`config.mk`:
```
export PLATFORM = sky130hd
export DESIGN_NAME = ps2_set1_scan_decoder
export DESIGN_NICKNAME = d
export VERILOG_FILES = /design/src/rtl/ps2s1_pkg.sv /design/src/rtl/ps2s1_decode.sv /design/src/rtl/ps2s1_out_buf.sv /design/src/rtl/ps2_set1_scan_decoder.sv
export SDC_FILE = /design/constraint.sdc
export NUM_CORES = 1
export LEC_CHECK = 0
export BUFFER_PORTS_ARGS = -buffer_cell sky130_fd_sc_hd__buf_2
export CORE_UTILIZATION = 45
export DETAILED_ROUTE_END_ITERATION = 16
export GPL_TIMING_DRIVEN = 0
export PLACE_DENSITY = 0.74
export SLEW_MARGIN = 30
export SYNTH_ARGS = -nofsm -noshare
export SYNTH_HDL_FRONTEND = slang
export SYNTH_SLANG_ARGS = --single-unit
```
`constraint.sdc`:
```
create_clock -name clk_i -period 4.45 [get_ports clk_i]
set_input_delay 1.1125 -clock clk_i [delete_from_list [all_inputs] [get_ports clk_i]]
set_output_delay 1.1125 -clock clk_i [all_outputs]
set_load 0.1 [all_outputs]
```
`src/rtl/ps2s1_pkg.sv`:
```
// Shared types, byte codes and key tables for the set 1 scan decoder.
// Used by ps2s1_decode, ps2s1_out_buf and ps2_set1_scan_decoder.
package ps2s1_pkg;

  // Prefix and sequence bytes
  localparam logic [7:0] ByteExt      = 8'hE0;
  localparam logic [7:0] BytePause    = 8'hE1;
  localparam logic [7:0] BytePrsMake  = 8'h2A;
  localparam logic [7:0] BytePrsBreak = 8'hB7;
  localparam logic [7:0] BytePauMake  = 8'h1D;
  localparam logic [7:0] BytePauBreak = 8'h45;
  localparam logic [7:0] ShiftLimit   = 8'h36;

  // Key codes from the base table that name modifier and lock keys
  localparam logic [7:0] KeyCaps   = 8'h06;
  localparam logic [7:0] KeyLShift = 8'h03;
  localparam logic [7:0] KeyRShift = 8'h04;
  localparam logic [7:0] KeyLCtrl  = 8'h02;
  localparam logic [7:0] KeyRCtrl  = 8'h1E;
  localparam logic [7:0] KeyLAlt   = 8'h05;
  localparam logic [7:0] KeyRAlt   = 8'h1F;

  localparam logic [7:0] PrintLow = 8'h20;

  typedef struct packed {
    logic [6:0] character;
    logic [7:0] scan_echo;
    logic [9:0] key_flags;
  } result_t;

  // Base key table, indexed by the low 7 bits of the scan byte
  function automatic logic [7:0] base_rom(input logic [6:0] idx);
    logic [7:0] v;
    case (idx)
      7'h01: v = 8'h1B; 7'h02: v = 8'h31; 7'h03: v = 8'h32; 7'h04: v = 8'h33;
      7'h05: v = 8'h34; 7'h06: v = 8'h35; 7'h07: v = 8'h36; 7'h08: v = 8'h37;
      7'h09: v = 8'h38; 7'h0A: v = 8'h39; 7'h0B: v = 8'h30; 7'h0C: v = 8'h2D;
      7'h0D: v = 8'h3D; 7'h0E: v = 8'h08; 7'h0F: v = 8'h09;
      7'h10: v = 8'h71; 7'h11: v = 8'h77; 7'h12: v = 8'h65; 7'h13: v = 8'h72;
      7'h14: v = 8'h74; 7'h15: v = 8'h79; 7'h16: v = 8'h75; 7'h17: v = 8'h69;
      7'h18: v = 8'h6F; 7'h19: v = 8'h70; 7'h1A: v = 8'h5B; 7'h1B: v = 8'h5D;
      7'h1C: v = 8'h0A; 7'h1D: v = 8'h02; 7'h1E: v = 8'h61; 7'h1F: v = 8'h73;
      7'h20: v = 8'h64; 7'h21: v = 8'h66; 7'h22: v = 8'h67; 7'h23: v = 8'h68;
      7'h24: v = 8'h6A; 7'h25: v = 8'h6B; 7'h26: v = 8'h6C; 7'h27: v = 8'h3B;
      7'h28: v = 8'h27; 7'h29: v = 8'h60; 7'h2A: v = 8'h03; 7'h2B: v = 8'h5C;
      7'h2C: v = 8'h7A; 7'h2D: v = 8'h78; 7'h2E: v = 8'h63; 7'h2F: v = 8'h76;
      7'h30: v = 8'h62; 7'h31: v = 8'h6E; 7'h32: v = 8'h6D; 7'h33: v = 8'h2C;
      7'h34: v = 8'h2E; 7'h35: v = 8'h2F; 7'h36: v = 8'h04; 7'h37: v = 8'h2A;
      7'h38: v = 8'h05; 7'h39: v = 8'h20; 7'h3A: v = 8'h06; 7'h3B: v = 8'h07;
      7'h3C: v = 8'h0E; 7'h3D: v = 8'h0F; 7'h3E: v = 8'h10; 7'h3F: v = 8'h11;
      7'h40: v = 8'h12; 7'h41: v = 8'h13; 7'h42: v = 8'h14; 7'h43: v = 8'h15;
      7'h44: v = 8'h16; 7'h45: v = 8'h17; 7'h46: v = 8'h18; 7'h47: v = 8'h37;
      7'h48: v = 8'h38; 7'h49: v = 8'h39; 7'h4A: v = 8'h2D; 7'h4B: v = 8'h34;
      7'h4C: v = 8'h35; 7'h4D: v = 8'h36; 7'h4E: v = 8'h2B; 7'h4F: v = 8'h31;
      7'h50: v = 8'h32; 7'h51: v = 8'h33; 7'h52: v = 8'h30; 7'h53: v = 8'h2E;
      7'h57: v = 8'h19; 7'h58: v = 8'h1A; 7'h60: v = 8'h1C; 7'h69: v = 8'h1D;
      7'h6C: v = 8'h0A; 7'h6D: v = 8'h1E;
      7'h70: v = 8'hFF; 7'h71: v = 8'hFF; 7'h72: v = 8'hFF; 7'h74: v = 8'hFF;
      7'h7E: v = 8'hFF;
      default: v = 8'h00;
    endcase
    return v;
  endfunction

  // Shifted symbols for scan codes below 0x36; other keys keep their base char
  function automatic logic [7:0] shift_rom(input logic [5:0] idx, input logic [7:0] base);
    logic [7:0] v;
    case (idx)
      6'h02: v = 8'h21; 6'h03: v = 8'h40; 6'h04: v = 8'h23; 6'h05: v = 8'h24;
      6'h06: v = 8'h25; 6'h07: v = 8'h5E; 6'h08: v = 8'h26; 6'h09: v = 8'h2A;
      6'h0A: v = 8'h28; 6'h0B: v = 8'h29; 6'h0C: v = 8'h5F; 6'h0D: v = 8'h2B;
      6'h1A: v = 8'h7B; 6'h1B: v = 8'h7D; 6'h27: v = 8'h3A; 6'h28: v = 8'h22;
      6'h29: v = 8'h7E; 6'h2B: v = 8'h7C; 6'h33: v = 8'h3C; 6'h34: v = 8'h3E;
      6'h35: v = 8'h3F;
      default: v = base;
    endcase
    return v;
  endfunction

endpackage

```
`src/rtl/ps2s1_decode.sv`:
```
// Prefix state machine, modifier flags and character lookup for one scan byte.
// Depends on ps2s1_pkg for byte codes, key tables and the result type.
module ps2s1_decode (
  input  logic                clk_i,
  input  logic                rst_ni,
  input  logic                fire_i,
  input  logic [7:0]          scan_byte_i,
  output logic                res_valid_o,
  output ps2s1_pkg::result_t  res_o
);

  typedef enum logic [3:0] {
    StIdle   = 4'd0,
    StExt    = 4'd1,
    StPrsMk1 = 4'd2,
    StPrsMk2 = 4'd3,
    StPrsBr1 = 4'd4,
    StPrsBr2 = 4'd5,
    StPau    = 4'd6,
    StPauMk  = 4'd7,
    StPauBr  = 4'd8
  } state_e;

  state_e     state_q, state_d;
  logic [9:0] flags_q, flags_d;
  logic [7:0] code;
  logic       rel;
  logic       caps, shf, letter, emit;
  logic [7:0] ch;

  assign rel = scan_byte_i[7];

  always_comb begin
    state_d = StIdle;
    code    = 8'h00;
    case (state_q)
      StExt: begin
        if (scan_byte_i == ps2s1_pkg::BytePrsMake) state_d = StPrsMk1;
        else if (scan_byte_i == ps2s1_pkg::BytePrsBreak) state_d = StPrsBr1;
      end
      StPau: begin
        if (scan_byte_i == ps2s1_pkg::BytePauMake) state_d = StPauMk;
        else if (scan_byte_i == ps2s1_pkg::BytePauBreak) state_d = StPauBr;
      end
      StPrsMk1: if (scan_byte_i == ps2s1_pkg::ByteExt) state_d = StPrsMk2;
      StPrsBr1: if (scan_byte_i == ps2s1_pkg::ByteExt) state_d = StPrsBr2;
      StPrsMk2, StPrsBr2, StPauMk, StPauBr: state_d = StIdle;
      default: begin
        // idle, and any unused code acts as idle
        if (scan_byte_i == ps2s1_pkg::ByteExt) state_d = StExt;
        else if (scan_byte_i == ps2s1_pkg::BytePause) state_d = StPau;
        else code = ps2s1_pkg::base_rom(scan_byte_i[6:0]);
      end
    endcase
  end

  always_comb begin
    flags_d    = flags_q;
    flags_d[0] = ~rel;
    case (code)
      ps2s1_pkg::KeyCaps:   if (!rel) flags_d[1] = ~flags_q[1];
      ps2s1_pkg::KeyLShift: flags_d[4] = ~rel;
      ps2s1_pkg::KeyRShift: flags_d[5] = ~rel;
      ps2s1_pkg::KeyLCtrl:  flags_d[6] = ~rel;
      ps2s1_pkg::KeyRCtrl:  flags_d[7] = ~rel;
      ps2s1_pkg::KeyLAlt:   flags_d[8] = ~rel;
      ps2s1_pkg::KeyRAlt:   flags_d[9] = ~rel;
      default: ;
    endcase
  end

  assign caps   = flags_d[1];
  assign shf    = flags_d[4] | flags_d[5];
  assign letter = (code >= 8'h61) && (code <= 8'h7A);
  assign emit   = !rel && !code[7] && (code >= ps2s1_pkg::PrintLow);

  always_comb begin
    if (letter && (caps != shf)) ch = code & 8'hDF;
    else if ((scan_byte_i < ps2s1_pkg::ShiftLimit) && shf)
      ch = ps2s1_pkg::shift_rom(scan_byte_i[5:0], code);
    else ch = code;
  end

  assign res_valid_o     = fire_i & emit;
  assign res_o.character = ch[6:0];
  assign res_o.scan_echo = scan_byte_i;
  assign res_o.key_flags = flags_d;

  always_ff @(posedge clk_i or negedge rst_ni) begin
    if (!rst_ni) begin
      state_q <= StIdle;
      flags_q <= 10'd0;
    end else if (fire_i) begin
      state_q <= state_d;
      flags_q <= flags_d;
    end
  end

endmodule

```
`src/rtl/ps2s1_out_buf.sv`:
```
// Result register with a skid stage; a stalled receiver blocks input only once the skid is full.
// Depends on ps2s1_pkg for the result type.
module ps2s1_out_buf (
  input  logic                clk_i,
  input  logic                rst_ni,
  input  logic                push_i,
  input  ps2s1_pkg::result_t  push_data_i,
  output logic                full_o,
  output logic                out_valid_o,
  input  logic                out_stall_i,
  output ps2s1_pkg::result_t  out_data_o
);

  logic               out_valid_q, skid_valid_q;
  ps2s1_pkg::result_t out_q, skid_q;
  logic               out_free;

  assign out_free    = !out_valid_q || !out_stall_i;
  assign full_o      = skid_valid_q;
  assign out_valid_o = out_valid_q;
  assign out_data_o  = out_q;

  always_ff @(posedge clk_i or negedge rst_ni) begin
    if (!rst_ni) begin
      out_valid_q  <= 1'b0;
      skid_valid_q <= 1'b0;
    end else if (out_free) begin
      out_valid_q  <= skid_valid_q | push_i;
      skid_valid_q <= 1'b0;
    end else if (push_i) begin
      skid_valid_q <= 1'b1;
    end
  end

  always_ff @(posedge clk_i) begin
    if (out_free) begin
      // drain the skid beat first; no push arrives while it is full
      if (skid_valid_q) out_q <= skid_q;
      else if (push_i) out_q <= push_data_i;
    end else if (push_i) begin
      skid_q <= push_data_i;
    end
  end

endmodule

```
`src/rtl/ps2_set1_scan_decoder.sv`:
```
// Top level of the PS/2 scan code set 1 decoder.
// Depends on ps2s1_pkg, ps2s1_decode and ps2s1_out_buf.
//
// Input channel: in_valid_i / in_stall_o with one scan byte per beat on
// scan_byte_i. Output channel: out_valid_o / out_stall_i with character_o,
// scan_echo_o and key_flags_o per beat. A beat moves at a rising edge where
// valid is high and stall is low.
// Each byte is decoded in the cycle it is accepted: prefix state and modifier
// flags update at that edge, and a printable key press yields one output beat
// that is registered in the result register, or in the skid register while the
// receiver stalls. Prefix bytes, sequence bytes, releases and non-printable keys
// yield no beat. Throughput is one byte per cycle while in_stall_o is low, set
// by the single decode stage feeding the result register.
// When the receiver stalls, the result register holds its beat and a second
// beat lands in the skid register; in_stall_o rises only while that skid
// register is occupied.
// Reset puts the prefix machine in idle, clears all flags and empties both
// output registers.
module ps2_set1_scan_decoder (
  input  logic       clk_i,
  input  logic       rst_ni,
  input  logic       in_valid_i,
  output logic       in_stall_o,
  input  logic [7:0] scan_byte_i,
  output logic       out_valid_o,
  input  logic       out_stall_i,
  output logic [6:0] character_o,
  output logic [7:0] scan_echo_o,
  output logic [9:0] key_flags_o
);

  logic               fire, res_valid, full;
  ps2s1_pkg::result_t res, out_data;

  assign in_stall_o = full;
  assign fire       = in_valid_i & ~full;

  ps2s1_decode u_decode (
    .clk_i       (clk_i),
    .rst_ni      (rst_ni),
    .fire_i      (fire),
    .scan_byte_i (scan_byte_i),
    .res_valid_o (res_valid),
    .res_o       (res)
  );

  ps2s1_out_buf u_out_buf (
    .clk_i       (clk_i),
    .rst_ni      (rst_ni),
    .push_i      (res_valid),
    .push_data_i (res),
    .full_o      (full),
    .out_valid_o (out_valid_o),
    .out_stall_i (out_stall_i),
    .out_data_o  (out_data)
  );

  assign character_o = out_data.character;
  assign scan_echo_o = out_data.scan_echo;
  assign key_flags_o = out_data.key_flags;

endmodule

```
Word-level counts from Yosys, hierarchy flattened
Memory sizes are Yosys's and may differ from the RTL's.
Index checks and enable logic that the tools add are counted.
{"block": "totals", "wordCells": 109, "reg_bits": 60, "mem_count": 1, "in_bits": 12, "rom_bits": 1024}
{"block": "classes", "magnitude_cmp": 4, "bitwise": 8, "eq_ne": 43, "n_reduce_logical": 16, "mux": 27}
{"name": "(no name shown)", "depth": 128, "width": 8, "read_ports": 1, "rd_ports_with_merged_regs": 0, "write_ports": 0, "line_no": "ps2s1_pkg.sv:34", "text": "case (idx)"}
{"op": "7-bit one-hot mux with 21 select lines", "count": 1}
{"op": "25-bit two-way mux", "count": 2}
{"op": "6-bit == test, second input constant", "count": 7}
{"op": "6-bit by 4-bit == test with 1-bit output, second input constant", "count": 6}
{"op": "6-bit by 3-bit == test with 1-bit output, second input constant", "count": 4}
{"op": "8-bit by 3-bit == test with 1-bit output, second input constant", "count": 3}
{"op": "8-bit by 5-bit == test with 1-bit output, second input constant", "count": 3}
{"op": "8-bit == test, second input constant", "count": 3}
{"op": "8-bit two-way mux", "count": 3}
{"op": "4-bit one-hot mux with 5 select lines", "count": 1}
{"op": "4-bit by 3-bit == test with 1-bit output, second input constant", "count": 4}
{"op": "8-bit by 2-bit == test with 1-bit output, second input constant", "count": 2}
{"op": "4-bit two-way mux", "count": 4}
{"op": "7-bit two-way mux", "count": 2}
{"op": "6-bit by 2-bit == test with 1-bit output, second input constant", "count": 2}
{"op": "6-bit by 5-bit == test with 1-bit output, second input constant", "count": 2}
{"op": "1-bit two-way mux", "count": 10}
{"op": "3-bit two-way mux", "count": 3}
{"op": "4-bit by 2-bit == test with 1-bit output, second input constant", "count": 2}
{"op": "8-bit by 6-bit == test with 1-bit output, second input constant", "count": 1}
{"op": "8-bit by 7-bit == test with 1-bit output, second input constant", "count": 1}
{"op": "8-bit by 6-bit greater-or-equal comparator with 1-bit output, second input constant", "count": 1}
{"op": "8-bit by 7-bit greater-or-equal comparator with 1-bit output, second input constant", "count": 1}
{"op": "8-bit by 7-bit <= comparator with 1-bit output, second input constant", "count": 1}
{"op": "other kinds (15)", "count": 29}

Depth between registers and ports, before layout
Gate-level depths: netlist of the first run.
{"block": "depth", "depth_word": 12, "ltp_mapped": 15, "depth_no_buf": 13}

Hierarchy
Synthesis of the first run repeated with hierarchy kept, for this count alone.
{"block": "unflattened", "cells_unflattened": 439, "hier_area_um2": 4812.1}
{"module": "ps2s1_decode", "n_inst": 1, "cells_each": 354, "seq_area_each_um2": 275.3, "area_per_inst_um2": 2821.5}
{"module": "ps2s1_out_buf", "n_inst": 1, "cells_each": 84, "seq_area_each_um2": 1551.5, "area_per_inst_um2": 1976.9}
{"module": "ps2_set1_scan_decoder", "n_inst": 1, "cells_each": 1, "seq_area_each_um2": 0.0, "area_per_inst_um2": 13.8}

Worst setup path before layout of the first run
OpenSTA, ideal clock, no wires.
{"block": "synth_path", "path_type": "input-to-reg", "startpoint": "input port scan_byte_i[1]", "endpoint": "register u_out_buf.out_q, in the netlist u_out_buf.out_data_o[0], enable pin", "path_slack_ps": -230, "setup_time_ps": 411, "path_buffers": 2, "t_arrival_ps": 4269, "stages": 11, "path_cell_list": "buf_2 inv_1 ha_1 buf_2 or2_2 a21bo_4 a21oi_1 nand2_1 a2111oi_0 nor2_1 a21oi_1"}
{"block": "synth_via", "elab_chain_len": 10, "elab_cells_between_ends": 13, "cone_classes": "order compare: 1; eq/ne: 2; mux: 3; bitwise: 1; reduce/logical: 5; memory: 1"}
{"item": "from (decl)", "line_no": "ps2_set1_scan_decoder.sv:24", "text": "input logic [7:0] scan_byte_i,"}
{"item": "memory 128 x 8 bit / 8-bit == test (equally long branches)"}
{"item": "8-bit two-way mux", "line_no": "ps2s1_decode.sv:51", "text": "else if (scan_byte_i == ps2s1_pkg::BytePause) state_d = StPau;"}
{"item": "8-bit two-way mux (*)", "line_no": "ps2s1_decode.sv:50", "text": "if (scan_byte_i == ps2s1_pkg::ByteExt) state_d = StExt;"}
{"item": "8-bit two-way mux (*)", "line_no": "ps2s1_decode.sv:36", "text": "case (state_q)"}
{"item": "parallel branches: the longest is 2 deep, another holds 8-bit by 6-bit greater-or-equal comparator with 1-bit output"}
{"item": "1-bit logical AND (*)", "line_no": "ps2s1_decode.sv:75", "text": "assign emit = !rel && !code[7] && (code >= ps2s1_pkg::PrintLow);"}
{"item": "1-bit AND (*)", "line_no": "ps2s1_decode.sv:84", "text": "assign res_valid_o = fire_i & emit;"}
{"item": "2-bit nonzero test (no line) (*)"}
{"item": "2-bit AND reduction (no line) (*)"}
{"item": "to (signal assigned)", "line_no": "ps2s1_out_buf.sv:38", "text": "if (skid_valid_q) out_q <= skid_q;"}
{"item": "to (signal assigned)", "line_no": "ps2s1_out_buf.sv:39", "text": "else if (push_i) out_q <= push_data_i;"}
{"item": "to (decl)", "line_no": "ps2s1_out_buf.sv:15", "text": "ps2s1_pkg::result_t out_q, skid_q;"}
Every way passes the cells marked *.
A chain may end at the register's enable or synchronous reset.

Worst setup path in the final report of the first run
{"block": "layout_path", "startpoint": "input port scan_byte_i[0]", "endpoint": "register u_out_buf.out_q, in the netlist u_out_buf.out_data_o[20] (data pin)"}
{"block": "layout_via", "elab_chain_len": 12, "elab_cells_between_ends": 46, "cone_classes": "order compare: 3; eq/ne: 27; mux: 11; bitwise: 1; reduce/logical: 3; memory: 1"}
{"item": "memory 128 x 8 bit / 8-bit == test (equally long branches)"}
{"item": "8-bit two-way mux", "line_no": "ps2s1_decode.sv:51"}
{"item": "8-bit two-way mux", "line_no": "ps2s1_decode.sv:50"}
{"item": "8-bit two-way mux", "line_no": "ps2s1_decode.sv:36"}
{"item": "8-bit by 2-bit == test with 1-bit output / 8-bit by 3-bit == test with 1-bit output (equally long branches)", "line_no": "ps2s1_decode.sv:60", "text": "case (code)"}
{"item": "1-bit two-way mux", "line_no": "ps2s1_decode.sv:60"}
{"item": "1-bit OR", "line_no": "ps2s1_decode.sv:73", "text": "assign shf = flags_d[4] | flags_d[5];"}
{"item": "1-bit logical AND / 1-bit inequality test (equally long branches)", "line_no": "ps2s1_decode.sv:79, ps2s1_decode.sv:78"}
{"item": "7-bit two-way mux / 1-bit logical AND (equally long branches)", "line_no": "ps2s1_decode.sv:79, ps2s1_decode.sv:78"}
{"item": "7-bit two-way mux (*)", "line_no": "ps2s1_decode.sv:78", "text": "if (letter && (caps != shf)) ch = code & 8'hDF;"}
{"item": "25-bit two-way mux (*)", "line_no": "ps2s1_out_buf.sv:39"}
{"item": "25-bit two-way mux (*)", "line_no": "ps2s1_out_buf.sv:38"}
Mark *: on every way between the ends. The rest lies on a longest branch, timed or not. The select of a mux whose other input is x is not followed.

==> results of run 1 <==
## critical path: cells and delay by family
kind,cells,cell delay (ns)
adder cells (fa/ha/maj),1,0.31
buffers and inverters,4,0.86
AND/OR/NAND/NOR,3,0.57
XOR/XNOR,1,0.24
AO/OA/AOI/OAI,6,1.40
## cell families (layout without fill, tap and decap cells)
family                   Yosys count  after routing  synth area share (%)
flip-flops                        59             59                  36.7
multiplexers                      19             19                  4.94
AND/OR/NAND/NOR                  179            179                  21.2
AO/OA/AOI/OAI                    174            176                  26.8
XOR/XNOR                           2              2                 0.699
buffers and inverters             54            117                  6.15
other                              1              2                0.0805
adder cells (fa/ha/maj)           13             13                  3.49
## what timing repair did
| action | in CTS | in global routing |
|---|---|---|
| buffers inserted | 6 | 5 |
| endpoints found under the setup margin | 60 | 61 |
| cloned | 1 | 1 |
| gates resized for setup | 9 | 27 |
| pin swaps | 1 | 11 |
## cell type report
class,instances,area [µm²]
Multi-Input combinational cell,391,2870
Sequential cell,59,1710
Inverter,15,60.1
Timing Repair Buffer,47,288
Tap cell,133,166
Buffer,39,241
Clock inverter,7,67.6
Clock buffer,9,124
Fill cell,875,4390
## flip-flops by register name, summed over array words and instances, names as in the netlist
signal,count
u_out_buf.out_data_o,23
u_out_buf.skid_q,23
u_decode.flags_q,7
u_decode.state_q,4
u_out_buf.full_o,1
u_out_buf.out_valid_o,1
## cells in the final DEF (no fill, tap or decap), types with 4 or more instances in the layout
| cell type | n |
|---|---|
| o21ai_0 | 35 |
| ha_1 | 12 |
| buf_6 | 7 |
| clkbuf_8 | 9 |
| buf_1 | 4 |
| edfxtp_1 | 46 |
| buf_4 | 14 |
| o31ai_1 | 6 |
| nand2b_1 | 15 |
| o31a_1 | 4 |
| nor2_1 | 28 |
| a21o_1 | 4 |
| buf_2 | 51 |
| nor2b_1 | 11 |
| mux2_2 | 13 |
| nand2_1 | 59 |
| inv_1 | 10 |
| a211oi_1 | 4 |
| inv_2 | 4 |
| a21boi_1 | 4 |
| and3_1 | 4 |
| nand4_1 | 7 |
| dfrtp_1 | 13 |
| a32oi_1 | 4 |
| clkbuf_1 | 6 |
| a21oi_1 | 28 |
| nand3_1 | 10 |
| nor3_1 | 7 |
| o21ai_1 | 8 |
| and2_1 | 5 |
| o21a_1 | 4 |
| a22o_1 | 4 |
| o211ai_1 | 6 |
| a31oi_1 | 8 |
## metal layers
metal,GRT usage (%),vias to the layer above,part of all wire [%]
li1,-,2032,-
met1,38.4,2181,42
met2,44.3,272,45
met3,4.78,67,8.9
met5,0,-,0
met4,13.1,0,4.5
## metrics by stage
stage / hold slack [ns] / util [%] / TNS, ns / cell area (µm²) / instances
floorplan: 0.440 / - / 0 / 4660 / 502
global placement: 0.458 / 50.6 / -46.64 / 5010 / 671
detailed placement: 0.467 / 50.6 / -32.10 / 5020 / 671
CTS: 0.484 / 53.6 / 0 / 5310 / 694
global route: 0.534 / 55.7 / -0.0643 / 5520 / 700
finish: 0.490 / 55.7 / 0 / 5520 / 700
## worst paths after layout
path	startpoint	to	slack [ns]
worst max-delay path	scan_byte_i[0]	u_out_buf.out_data_o[20]	0.04
worst min-delay path	u_decode.flags_q[8]	u_decode.flags_q[8]	0.49
worst max register to register	u_decode.state_q[0]	u_out_buf.out_data_o[20]	1.21
worst min register to register	u_decode.flags_q[8]	u_decode.flags_q[8]	0.49
max in group asynchronous	rst_ni	u_decode.flags_q[6]	3.56
min in group asynchronous	rst_ni	u_out_buf.full_o	0.65
## report_power, final
| group | switching (mW) | total [mW] | leakage [nW] | internal [mW] |
|---|---|---|---|---|
| registers | 0.0205 | 0.644 | 0.600 | 0.623 |
| logic | 0.331 | 0.500 | 1.35 | 0.169 |
| clock network | 0.218 | 0.474 | 0.0931 | 0.256 |
| total | 0.569 | 1.62 | 2.05 | 1.05 |
==> metrics, run 1 <==
synthesized area per cell=slightly above 9 µm²; CTS Sinks=59; post-synth cell types=between 90 and 100; Cell Chain, Critical Path=buf_2 > inv_1 > ha_2 > clkbuf_4 > nand2_2 > a21oi_2 > a211oi_1 > o32a_1 > nor4_4 > nand4_2 > xor2_4 > buf_12 > a21boi_4 > a31oi_1 > a22o_1; routed wire length per instance=approximately 22 µm; count leader, synth=nand2_1; dpl hpwl=between 10000 and 15000 µm; Setup CP Type=in2reg; Mapped Cells=about 500; Vias=around 4600; Seq/Total Area, Yosys=36.7%; Hold Path Class=reg2reg; Nets=~590; Max Clock Skew=0.0142 ns; Final Hold Violating Endpoints=0; Pwr Density=293 nW/µm²; CP Capture Type=register; WP data required=between 4 and 5 ns; hold buffer count at cts=0; # port buffers=36; Slowest Stage Delay on Critical Path=~0.42 ns; area leader, netlist=edfxtp_1; Area Growth Syn to Fin=18.7%; status=finished clean; average vias per placed instance=~6.5; CTS tree=built; Routed WL=15300 µm; Most used DFF post-synth=edfxtp_1; Worst Max-Slew Pin Slew=0.695 ns; Ant. Diodes=0; WP data arrival=4.49 ns; Core Rows=36; total congestion overflow=0; gp weighted congestion=between 0.9 and 1; Core ar.=around 9900 µm²; initial antenna violation count=0; Startpoint Class=input pin; initial core utilization=about 47%; RSZ-0062 raised after global routing=yes; Total GRT Usage=between 20% and 30%; worst slack, placed=-0.616 ns; Synth Warn #=0; Area contributors post-synth=edfxtp_1 (30%), dfrtp_1 (7.0%), nand2_1 (4.8%), o21ai_0 (3.8%), ha_1 (3.5%); fmax=approximately 230 MHz; Worst-path clk slew=around 0.07 ns; Initial DRT Pass Iterations=5; Clock Tree Buf Depth=2; Initial DRC Count=509; min cycle time layout=approximately 4.4 ns; pin count of the biggest net entering global routing=24; vias in the first global route=4249; die height=104 µm; CTS root buf=clkbuf_8; R2R depth=11; Overall Power=1.62 mW; die area=10800 µm²; Post-synth EDFFs=46; io pins=39; Max-Cap Viols=0; Cells on Worst Hold Path=2; Post-DRT Antenna Nets=0; top cell type's share of synthesized area=about 30%; Final Cycle Share=~99%; Post-synth ARST share=22.0%; flops & latches, synth=59; DIE WIDTH=104 µm; top post-synthesis cells by count=nand2_1 (59), edfxtp_1 (46), o21ai_0 (35); # setup viols final=0; clk_lat worst skew=about 0.34 ns; Max FO, Critical Path=12; first-pass GRT wire length=23800 µm; DRC=0; Worst IR Drop VDD=around 0.15 mV; layout cell share with drive strength beyond 1=between 20% and 30%; # H-tree levels=3; Final Worst Setup Slack=between 0.03 and 0.04 ns; Rel. slew slack=a little over half; Max Slew Vio Count=0; Num CTS Buffers=9; Mapped Area=about 4700 µm²; static leakage=between 2 and 2.5 nW; CP max stage cell=o32a_1
Note: power is estimated with default switching activity, not from simulation.
==> run 2: changes to the inputs <==
--- a/config.mk
+++ b/config.mk
@@ -8,7 +8,6 @@
 export BUFFER_PORTS_ARGS = -buffer_cell sky130_fd_sc_hd__buf_2
 export CORE_UTILIZATION = 45
 export DETAILED_ROUTE_END_ITERATION = 16
-export GPL_TIMING_DRIVEN = 0
 export PLACE_DENSITY = 0.74
 export SLEW_MARGIN = 30
 export SYNTH_ARGS = -nofsm -noshare
==> constraint.sdc (replaced) <==
create_clock -name clk_i -period 4.3 [get_ports clk_i]
set_input_delay 1.075 -clock clk_i [delete_from_list [all_inputs] [get_ports clk_i]]
set_output_delay 1.075 -clock clk_i [all_outputs]
set_load 0.1 [all_outputs]
==> run 2 against run 1 <==
  * Power rose by 6.3%
  * Core utilization up 1.1 points
  * Routed wire length decreased by 9.6%
  * Critical path depth is 2 lower
  * Final cell count increased by 3.7%
  * Non-clock buffer count grew 28
  * Clock power grew 19%
  * Largest power group unchanged
==> metrics, run 2 (same netlist as run 1, synthesis figures left out) <==
Vias=approximately 4500; Slowest Stage Delay on Critical Path=0.48 ns; Core ar.=roughly 9900 µm²; Top delay family on crit path=compound AO/OA/AOI/OAI gates; Total GRT Usage=approximately 27%; CP max stage cell=nor2b_1; die area=10800 µm²; status=finished clean; Initial DRT Pass Iterations=7; Int Power=between 1 and 1.5 mW; # port buffers=36; gp weighted congestion=about 1; clk_lat worst skew=roughly 0.36 ns; CTS Sinks=slightly below 60; first-pass GRT wire length=about 23000 µm; Hold Path Class=reg2reg; dpl hpwl=10200 µm; CTS root buf=clkbuf_8; Reg power frac=38.5%; clock share of power=~33%; layout cell share with drive strength beyond 1=between 30% and 40%; # H-tree levels=3; Ant. Diodes=0; die height=approximately 100 µm; Worst-path clk slew=around 0.06 ns; routed wire length per instance=approximately 19 µm; Overall Power=~1.7 mW; Max Slew Vio Count=0; Max FO, Critical Path=19; Num CTS Buffers=9; layout filler cell count=~850; WP data required=4.41 ns; Max Clock Skew=between 0.01 and 0.015 ns; Core Rows=36; total congestion overflow=0; Nets=between 600 and 700; fmax=243 MHz; Cell Chain, Critical Path=buf_2 > buf_4 > nor2b_1 > nand2_1 > a31o_1 > o22ai_1 > o21ai_1 > buf_4 > a41oi_1 > o21ai_2 > o21ai_4 > o21ai_1 > a22o_1; Post-DRT Antenna Nets=0; CTS tree=built; cts repair resizes=0; commonest non-fill, non-tap cells in the layout=buf_4 (74), nand2_1 (59), edfxtp_1 (46); # setup viols final=0; initial antenna violation count=0; RSZ-0062 raised after global routing=no; # placed instances=between 700 and 800; placed instance area=5420 µm²; Psw=554 µW; CP Capture Type=register; Final Non-Filler Cells=726; Routed WL=between 10000 and 15000 µm; Area Growth Syn to Fin=21.0%; Clock Tree Buf Depth=2; average vias per placed instance=6.24; hold buffer count at cts=0; Worst Max-Slew Pin Slew=around 0.66 ns; Max-Cap Viols=0; Initial DRC Count=between 500 and 600; commonest non-fill, non-tap cell in the layout=buf_4; Final Hold Violating Endpoints=0; Rel. slew slack=between 50% and 60%; Startpoint Class=input pin; DRC=0; Comb power frac=between 20% and 30%; Final Instance Area=between 5000 and 6000 µm²; io pins=39; Finished Core Util=about 57%; Pwr Density=just over 300 nW/µm²; initial core utilization=between 40% and 50%; Worst IR Drop VDD=between 0.15 and 0.2 mV; min cycle time layout=4.11 ns; Final Cycle Share=a little over nine tenths; pin count of the biggest net entering global routing=34; vias in the first global route=around 4400; post-CTS setup buffers=0; static leakage=around 2.2 nW; CP bufs+invs=3; DIE WIDTH=just over 100 µm; WP data arrival=around 4.2 ns; Setup CP Type=in2reg; Sw Ratio=around a third
run 2: cell count changes in the layout (fill, tap and decap cells not counted), moves of 3 or more:
cell        delta
clkinvlp_4     -3
buf_1          -4
buf_6          -7
clkbuf_1       -5
buf_4         +60
a21oi_4        -3
buf_2         -15
run 2: per-stage QoR:
step           setup TNS (ns)  hold slack, ns  setup slack (ns)
6_report                    0           0.472             0.192
5_1_grt                     0           0.506            0.0395
4_1_cts                     0           0.475             0.289
3_5_place_dp           -0.235           0.459           -0.0832
3_3_place_gp                0           0.453            0.0365
2_1_floorplan               0           0.440             0.162
run 2: area by class of cell:
type / count / area [µm²] / share of cell area, %
clock inverters: 5 / 77.6 / 1.38
clock buffers: 11 / 141 / 2.51
flip-flops and latches: 59 / 1710 / 30.3
repair buffers: 114 / 816 / 14.5
inverters: 15 / 56.3 / 0.999
well taps: 133 / 166 / 2.95
multi-input cells: 389 / 2670 / 47.4
run 2: power by group through the flow:
stage	clock network (mW)	registers [mW]	logic, mW
floorplan	0	0.727	0.277
global placement	0	0.673	0.476
detailed placement	0	0.674	0.483
CTS	0.569	0.662	0.484
global route	0.594	0.664	0.530
finish	0.563	0.662	0.495
run 2: tightest hold or removal path, stage by stage (launching register included):
cell     delay [ns]
dfrtp_1        0.34
nand2_1        0.05
nand2_1        0.05
run 2: worst paths after layout:
kind	end	cells after the start	startpoint	slack (ns)
max	u_out_buf.out_data_o[20]	13	scan_byte_i[2]	0.19
min	u_decode.flags_q[8]	2	u_decode.flags_q[8]	0.47
max reg2reg	u_out_buf.out_data_o[20]	11	u_decode.state_q[0]	0.95
min reg2reg	u_decode.flags_q[8]	2	u_decode.flags_q[8]	0.47
max in group asynchronous	u_out_buf.full_o	1	rst_ni	3.46
min in group asynchronous	u_decode.flags_q[5]	1	rst_ni	0.59
run 2: routing by layer:
metal	vias to the layer above	global-route usage, %	wire length (µm)
met5	-	0	0
met4	0	14.2	567
met3	47	4.78	1240
met2	263	41.9	6260
met1	2146	35.6	5720
li1	2071	-	-
